--- config.mk ---
export PLATFORM = sky130hd
export DESIGN_NAME = nes_front
export DESIGN_NICKNAME = d
export VERILOG_FILES = /design/src/hw/rtl/nes_pkg.sv /design/src/hw/rtl/nes_front.sv
export SDC_FILE = /design/constraint.sdc
export NUM_CORES = 1
export LEC_CHECK = 0
export ABC_AREA = 1
export ABC_CLOCK_PERIOD_IN_PS = 6550
export CAP_MARGIN = 0
export CORE_MARGIN = 1.5
export CORE_UTILIZATION = 30
export DETAILED_ROUTE_END_ITERATION = 8
export DONT_BUFFER_PORTS = 1
export GPL_ROUTABILITY_DRIVEN = 0
export MAX_ROUTING_LAYER = met4
export PLACE_DENSITY = 0.45
export SLEW_MARGIN = 0
export SYNTH_ARGS = -nofsm -noshare
export SYNTH_HDL_FRONTEND = slang
export SYNTH_SLANG_ARGS = --single-unit
--- constraint.sdc ---
create_clock -name clk -period 6.55 [get_ports clk]
set_input_delay 0.3275 -clock clk [delete_from_list [all_inputs] [get_ports clk]]
set_output_delay 0.3275 -clock clk [all_outputs]
set_load 0.005 [all_outputs]
--- src/hw/rtl/nes_pkg.sv ---
// Shared types, codes and defaults for the nearest edge search block.
package nes_pkg;

  localparam int DEF_MAX_NODES  = 1024;
  localparam int DEF_COORD_BITS = 32;

  localparam logic [0:0] CFG_ROOT_X = 1'b0;
  localparam logic [0:0] CFG_ROOT_Y = 1'b1;

  localparam logic [1:0] ST_OK     = 2'd0;
  localparam logic [1:0] ST_FULL   = 2'd1;
  localparam logic [1:0] ST_UNUSED = 2'd2;

  typedef enum logic [1:0] {
    OP_ADD      = 2'd0,
    OP_REPARENT = 2'd1,
    OP_QUERY    = 2'd2,
    OP_CLEAR    = 2'd3
  } op_t;

  typedef struct packed {
    op_t         op;
    logic [31:0] pos_x;
    logic [31:0] pos_y;
    logic [9:0]  target_node;
    logic [9:0]  parent_node;
  } item_t;

  typedef struct packed {
    logic [1:0]  status;
    logic [9:0]  new_index;
    logic [31:0] near_x;
    logic [31:0] near_y;
    logic [9:0]  begin_index;
    logic [9:0]  end_index;
    logic [9:0]  clamp_index;
    logic        clamp_valid;
    logic        split_needed;
  } result_t;

  typedef enum logic [3:0] {
    BK_IDLE,
    BK_RD1,
    BK_RD2,
    BK_RD3,
    BK_MUL,
    BK_CLS,
    BK_NUM,
    BK_DVI,
    BK_DIV,
    BK_OFS,
    BK_DST,
    BK_CMP,
    BK_FIN
  } bk_state_t;

endpackage

--- src/hw/rtl/nes_front.sv ---
// Command front end: accepts beats, decodes the command and queues them for the back end.
module nes_front (
  input  logic           clk,
  input  logic           rst_n,
  input  logic           start,
  output logic           busy,
  input  logic [1:0]     in_command,
  input  logic [31:0]    in_pos_x,
  input  logic [31:0]    in_pos_y,
  input  logic [9:0]     in_target_node,
  input  logic [9:0]     in_parent_node,
  input  logic           pop,
  output logic           head_valid,
  output nes_pkg::item_t head
);
  import nes_pkg::*;

  item_t      q_mem_r [2];
  logic       wr_ptr_r, rd_ptr_r;
  logic [1:0] cnt_r;
  logic       push;
  item_t      item;

  assign busy       = (cnt_r == 2'd2);
  assign push       = start && !busy;
  assign head_valid = (cnt_r != 2'd0);
  assign head       = q_mem_r[rd_ptr_r];

  always_comb begin
    item.op          = op_t'(in_command);
    item.pos_x       = in_pos_x;
    item.pos_y       = in_pos_y;
    item.target_node = in_target_node;
    item.parent_node = in_parent_node;
  end

  always_ff @(posedge clk) begin
    if (!rst_n) begin
      wr_ptr_r <= 1'b0;
      rd_ptr_r <= 1'b0;
      cnt_r    <= 2'd0;
    end else begin
      if (push) begin
        wr_ptr_r <= !wr_ptr_r;
      end
      if (pop && head_valid) begin
        rd_ptr_r <= !rd_ptr_r;
      end
      cnt_r <= cnt_r + {1'b0, push} - {1'b0, pop && head_valid};
    end
  end

  always_ff @(posedge clk) begin
    if (push) begin
      q_mem_r[wr_ptr_r] <= item;
    end
  end
endmodule

==> reports/summary.txt, run 1 <==
Initial antenna violation count: 1
Mapped Cells: 305
Detailed Route Iter0 Violations: 111
Pre-Repair DR Iteration Count: 4
Worst setup SP type: flip-flop
Worst-path cell chain: buf_4 -> mux2_2
Count of different cell masters after synthesis: 14
Die area: 23100 sq um
WP data required: 6.22 ns
Max Fclk: 366 MHz
Syn nets: 397
CTS H-tree lvls: 4
Power Total: 3.02 mW
HPWL Detailed: 7.25 mm
CORE AREA: 21800 sq um
Slowest-stage cell, CP: buf_4
Initial Util: 30.5%
CTS tree: yes
Fin. Hold Viols: 0
Pin count of the biggest net entering global routing: 64
Final core area utilization: 38.3%
CP arrival: 2.41 ns
Wirelength per Cell: 17.0 microns
CP endpoint kind: primary output
Vias in the first global route: 3255
Max Root-Sink Buffers: 2
CTS sink cnt: 177
Finish-stage setup viols: 0
Maximum Capacitance Violations: 0
Clk root buf: clkbuf_16
Slew headroom: 35.5%
Final Max Slew Viols: 0
Buffers on Ports: 0
Outcome: completed
Area Growth Syn to Fin: 25.6%
Yosys warning count: 0
Routed wire length: 11.9 mm
Synth Register Bits: 177
Power per Cell Area: 361 nW/um^2
Final period utilization: 41.7%
Count of cells resized by post-cts repair: 0
Post-route ant nets: 0
Setup CP Type: flip-flop to primary output
Clk_skew: 0.00759 ns
Total leakage power: 2.87 nW
Worst vdd ir: 0.000157 V
Area of the mapped netlist: 6650 sq um
Post-synthesis sequential area ratio: 79.1%
CTS buffer count: 17
Setup TNS: 0 ns
Period minus WS final: 2.73 ns
Worst min path class: primary input to flip-flop
Die H: 152 microns
Worst slew pin tran: 0.968 ns
Final layout net count: 496
Syn Area/Cell: 21.8 sq um
Via count: 3013
Largest stage delay, worst path: 0.84 ns
RSZ-0062 raised after global routing: no
Clk_lat worst skew: 0.42 ns
Share of cells above drive strength 1: 29.7%
GRT overflow: 0
# IOs: 178
Via/cell ratio: 4.32
Max FO, Critical Path: 61
First-pass GRT wire length: 18.5 mm
Rows: 54
Die width: 152 microns
# DRC: 0
Global-route usage over all layers: 10.9%
Worst-path clk slew: 0.07 ns
## routing by layer
metal	wire length [microns]	track usage (%)
met1	4880	12.4
met2	5790	16.8
met3	1040	5.45
met4	151	3.61
met5	0	-
## worst max-delay path, delay by kind of cell (launching register included)
kind | cells | cell delay, ns
DFF | 1 | 0.64
buffers and inverters | 1 | 0.84
muxes | 1 | 0.46
## cell type report
class | count | area (sq um)
clock buffers | 17 | 425
well taps | 280 | 350
multi-input cells | 110 | 1240
diodes | 1 | 2.50
clock inverters | 15 | 146
repair buffers | 90 | 893
flip-flops and latches | 177 | 5270
fillers | 2027 | 13500
inverters | 8 | 32.5
## worst paths after layout
kind / from / endpoint / slack (ns) / depth (start not counted)
worst max-delay path: flip-flop / head[4] / 3.82 / 2
worst min-delay path: rst_n / wr_ptr_r$_SDFFE_PN0N_ / 0.03 / 2
worst max register to register: cnt_r[0]$_SDFF_PN0_ / q_mem_r[0][4]$_DFFE_PP_ / 4.04 / 5
worst min register to register: rd_ptr_r$_SDFFE_PN0P_ / flip-flop / 0.54 / 2
## Yosys cell counts (all sizes together)
library cell | n | area (sq um)
a21oi | 2 | 10.0
buf | 10 | 126
dfxtp | 5 | 100
edfxtp | 172 | 5160
ha | 2 | 25.0
inv | 8 | 30.0
mux2 | 86 | 1120
nand2 | 9 | 33.8
nand3 | 3 | 15.0
nor2 | 8 | 30.0
## placed cells by master (no fill, tap or decap)
cell type	count
buf_4	3
clkbuf_16	17
clkinv_8	1
inv_8	4
mux2_2	46
mux2_4	40
nor2_4	1
nor2_1	7
diode_2	1
dfxtp_1	4
inv_4	1
clkinvlp_4	2
nand3_1	3
edfxtp_1	172
ha_1	2
clkinv_4	3
nand2_1	9
inv_1	7
dlygate4sd3_1	87
a21oi_1	2
dfxtp_4	1
inv_6	5
## metrics by stage
| stage | worst slack [ns] | instance area [sq um] | hold slack (ns) | instances |
|---|---|---|---|---|
| global placement | 4.02 | 6910 | 0.423 | 578 |
| detailed placement | 3.97 | 6910 | 0.426 | 578 |
| finish | 3.82 | 8360 | 0.0314 | 698 |
| global route | 3.63 | 8360 | 0.0110 | 698 |
| floorplan | 1.87 | 6650 | 0.421 | 305 |
| CTS | 3.72 | 8360 | 0.00774 | 697 |
## where the power goes
part	internal, mW	switching, mW	total [mW]
clock network	0.507	0.466	0.973
registers	1.43	0.0605	1.49
logic	0.265	0.282	0.548
total	2.21	0.809	3.02
## cells by family (layout without fill, tap and decap cells)
group,after synthesis,in the layout,share of synthesized area (%)
buffers and inverters,18,130,2.35
other,0,1,0
multiplexers,86,86,16.8
AND/OR/NAND/NOR,20,20,1.18
AO/OA/AOI/OAI,2,2,0.150
flip-flops,177,177,79.1
adder cells (fa/ha/maj),2,2,0.376
## flip-flops by register name, summed over array words and instances (netlist names), named ones only
register	flops
cnt_r	2
wr_ptr_r	1
rd_ptr_r	1
q_mem_r	172
## timing repair
| item | in CTS | in global routing |
|---|---|---|
| buffers inserted | 0 | 0 |
| hold buffers | 87 | 0 |
| hold endpoints to repair | 174 | 0 |
(Power assumes the default switching activity.)
==> inputs of run 2 (changes only) <==
--- a/config.mk
+++ b/config.mk
@@ -5,8 +5,8 @@
 export SDC_FILE = /design/constraint.sdc
 export NUM_CORES = 1
 export LEC_CHECK = 0
-export ABC_AREA = 1
-export ABC_CLOCK_PERIOD_IN_PS = 6550
+export ABC_AREA = 0
+export ABC_CLOCK_PERIOD_IN_PS = 2600
 export CAP_MARGIN = 0
 export CORE_MARGIN = 1.5
 export CORE_UTILIZATION = 30
==> constraint.sdc (replaced) <==
create_clock -name clk -period 2.6 [get_ports clk]
set_input_delay 0.13 -clock clk [delete_from_list [all_inputs] [get_ports clk]]
set_output_delay 0.13 -clock clk [all_outputs]
set_load 0.005 [all_outputs]
==> reports/summary.txt, run 2 <==
WP data required: 2.47 ns (was 6.22 ns)
Worst setup SP type: flip-flop (unchanged)
Clk_skew: 0.00644 ns (was 0.00759 ns)
R2R depth: 8 (was 5)
Multi-input gate area: 1250 sq um (was 1240 sq um)
HPWL Detailed: 7.23 mm (was 7.25 mm)
Post-CTS Setup Repair Bufs: 0 (unchanged)
CP arrival: 1.61 ns (was 2.41 ns)
Post-synth ARST share: 0% (unchanged)
Met2 WL: 5.62 mm (was 5.79 mm)
Finish-stage setup viols: 0 (unchanged)
Synth cell count leaders: edfxtp_1, mux2_2, mux2_4 (unchanged)
GRT overflow: 0 (unchanged)
Commonest non-fill, non-tap cells in the layout: edfxtp_1, dlygate4sd3_1, mux2_2, mux2_4, clkbuf_16 (unchanged)
Post-synth top flop: edfxtp_1 (unchanged)
CTS buffer count: 17 (unchanged)
FILL cells: 2017 (was 2027)
Critical path depth in cells: 2 (unchanged)
CORE AREA: 21800 sq um (about the same)
Top-count cell post-synth: edfxtp_1 (unchanged)
Buffers on Ports: 0 (unchanged)
Count of cells resized by post-cts repair: 0 (unchanged)
Worst-path clk slew: 0.06 ns (was 0.07 ns)
Hold Crit Depth: 3 (was 2)
CP endpoint kind: primary output (unchanged)
Synth Register Bits: 177 (unchanged)
Maximum Capacitance Violations: 0 (unchanged)
Pin count of the biggest net entering global routing: 56 (was 64)
Yosys warning count: 0 (unchanged)
Vias in the first global route: 3151 (was 3255)
Storage element area: 5270 sq um (unchanged)
Wirelength per Cell: 16.8 microns (was 17.0 microns)
Power Total: 7.62 mW (was 3.02 mW)
Routed wire length: 11.6 mm (was 11.9 mm)
Post-synthesis sequential area ratio: 79.2% (was 79.1%)
Met3 Wirelength: 903 microns (was 1.04 mm)
# DRC: 0 (unchanged)
Initial Util: 30.5% (about the same)
Worst-path cell chain: buf_12 -> mux2_2 (was buf_4 -> mux2_2)
Via count: 2979 (was 3013)
Number of flip-flops in the largest register: 172 (unchanged)
Post-synth top area share: 77.7% (was 77.6%)
Rows: 54 (unchanged)
Max Root-Sink Buffers: 2 (unchanged)
Post-synth EDFFs: 172 (unchanged)
Slowest-stage cell, CP: dfxtp_4 (was buf_4)
Mapped Cells: 294 (was 305)
Largest Register: q_mem_r (unchanged)
Worst vdd ir: 0.000408 V (was 0.000157 V)
Max Fclk: 573 MHz
Initial antenna violation count: 1 (unchanged)
Die width: 152 microns (about the same)
Crit path max-delay family: flip-flops (was buffers and inverters)
Die H: 152 microns (about the same)
Largest stage delay, worst path: 0.42 ns (was 0.84 ns)
Clk root buf: clkbuf_16 (unchanged)
Max FO, Critical Path: 48 (was 61)
First-pass GRT wire length: 18.4 mm (was 18.5 mm)
Setup CP Type: flip-flop to primary output (unchanged)
Final layout net count: 489 (was 496)
Syn nets: 386 (was 397)
Power per Cell Area: 904 nW/um^2 (was 361 nW/um^2)
Fin. Hold Viols: 0 (unchanged)
Top post-synthesis cells by area: edfxtp_1, mux2_4, mux2_2 (unchanged)
Syn Area/Cell: 22.6 sq um (was 21.8 sq um)
Area Growth Syn to Fin: 26.8% (was 25.6%)
# IOs: 178 (unchanged)
Pre-Repair DR Iteration Count: 4 (unchanged)
Total leakage power: 2.87 nW (about the same)
Die area: 23000 sq um (was 23100 sq um)
Detailed Route Iter0 Violations: 119 (was 111)
Max layer used: met4 (unchanged)
Period minus WS final: 1.74 ns
Post-synth top area cell: edfxtp_1 (unchanged)
Worst slew pin tran: 0.432 ns (was 0.968 ns)
Slew headroom: 71.2% (was 35.5%)
Global-route usage over all layers: 10.8% (was 10.9%)
CTS Hold Buffers Added: 88 (was 87)
Final period utilization: 67.1%
Top flop regs: q_mem_r: 172 flops, cnt_r: 2 flops (unchanged)
Share of cells above drive strength 1: 29.6% (was 29.7%)
Routed length on met1: 4.93 mm (was 4.88 mm)
CTS tree: yes (unchanged)
WP buf/inv: 1 (unchanged)
Outcome: completed (unchanged)
Setup TNS: 0 ns (unchanged)
Most common cell after layout, fill and taps aside: edfxtp_1 (unchanged)
Clk_lat worst skew: 0.41 ns (was 0.42 ns)
Via/cell ratio: 4.32 (about the same)
Final Max Slew Viols: 0 (unchanged)
Count of different cell masters after synthesis: 20 (was 14)
RSZ-0062 raised after global routing: no (unchanged)
CTS H-tree lvls: 4 (unchanged)
Worst min path class: primary input to flip-flop (unchanged)
Post-route ant nets: 0 (unchanged)
Area of the mapped netlist: 6640 sq um (was 6650 sq um)
CTS sink cnt: 177 (unchanged)
==> run 2: changes by cell type after synthesis, sizes merged, moves of 2 or more <==
cell / change
inv: -5
nand3: -3
nor2: -4
nand2b: +2
nand2: -7
xnor2: +2
a21oi: -2
==> run 2: area by class of cell <==
cell class | instances | share of cell area, %
clock buffer | 20 | 5.18
tap | 280 | 4.16
multi-input combinational | 104 | 14.9
clock inverter | 11 | 1.37
antenna | 1 | 0.0297
sequential | 177 | 62.5
timing repair buffer | 94 | 11.7
inverter | 3 | 0.134
==> run 2: worst reg2reg max path, delay by kind of cell (launching register included) <==
kind / cells / cell delay (ns)
AND/OR/NAND/NOR: 3 / 0.40
buffers and inverters: 1 / 0.06
flip-flops: 1 / 0.38
adder cells (fa/ha/maj): 2 / 0.48
XOR/XNOR: 2 / 0.32
==> run 2: logic make-up (layout without fill, tap and decap cells) <==
family	count (synthesis)	after routing	synth area share (%)
DFF	177	177	79.2
muxes	87	87	17.0
buffers and inverters	13	128	2.07
and+or+nand+nor	11	11	0.810
xor gates and xnor gates	3	3	0.396
adders and majority gates	2	2	0.377
AOI/OAI and AO/OA	1	1	0.113
other	0	1	0
==> run 2: final timing paths <==
kind	start	endpoint	slack [ns]
hold / removal	pop	rd_ptr_r$_SDFFE_PN0P_	0.09
hold reg to reg	wr_ptr_r$_SDFFE_PN0N_	wr_ptr_r$_SDFFE_PN0N_	0.54
setup / recovery	flip-flop	head[85]	0.86
setup reg to reg	cnt_r[0]$_SDFF_PN0_	cnt_r[1]$_SDFF_PN0_	0.86
==> run 2: routing by layer <==
metal  global-route usage (%)  up-vias
met3                     4.45       12
li1                         -     1360
met2                     16.2      120
met5                        -        -
met1                     13.1     1487
met4                     4.02        0
==> run 2: power breakdown <==
part	internal [mW]	total (mW)	switching [mW]
sequential	3.58	3.69	0.104
clock	1.40	2.41	1.00
combinational	0.761	1.53	0.766
total	5.75	7.62	1.87
==> run 2: per-stage QoR <==
stage	instances	instance area [sq um]	setup WS [ns]	hold WS (ns)	utilization, %
global route	690	8430	0.757	0.0944	38.7
global placement	570	6990	1.00	0.229	32.1
detailed placement	570	6990	0.895	0.229	32.1
CTS	689	8420	0.815	0.0806	38.7
floorplan	294	6650	0.298	0.229	-
finish	690	8430	0.856	0.0940	38.7
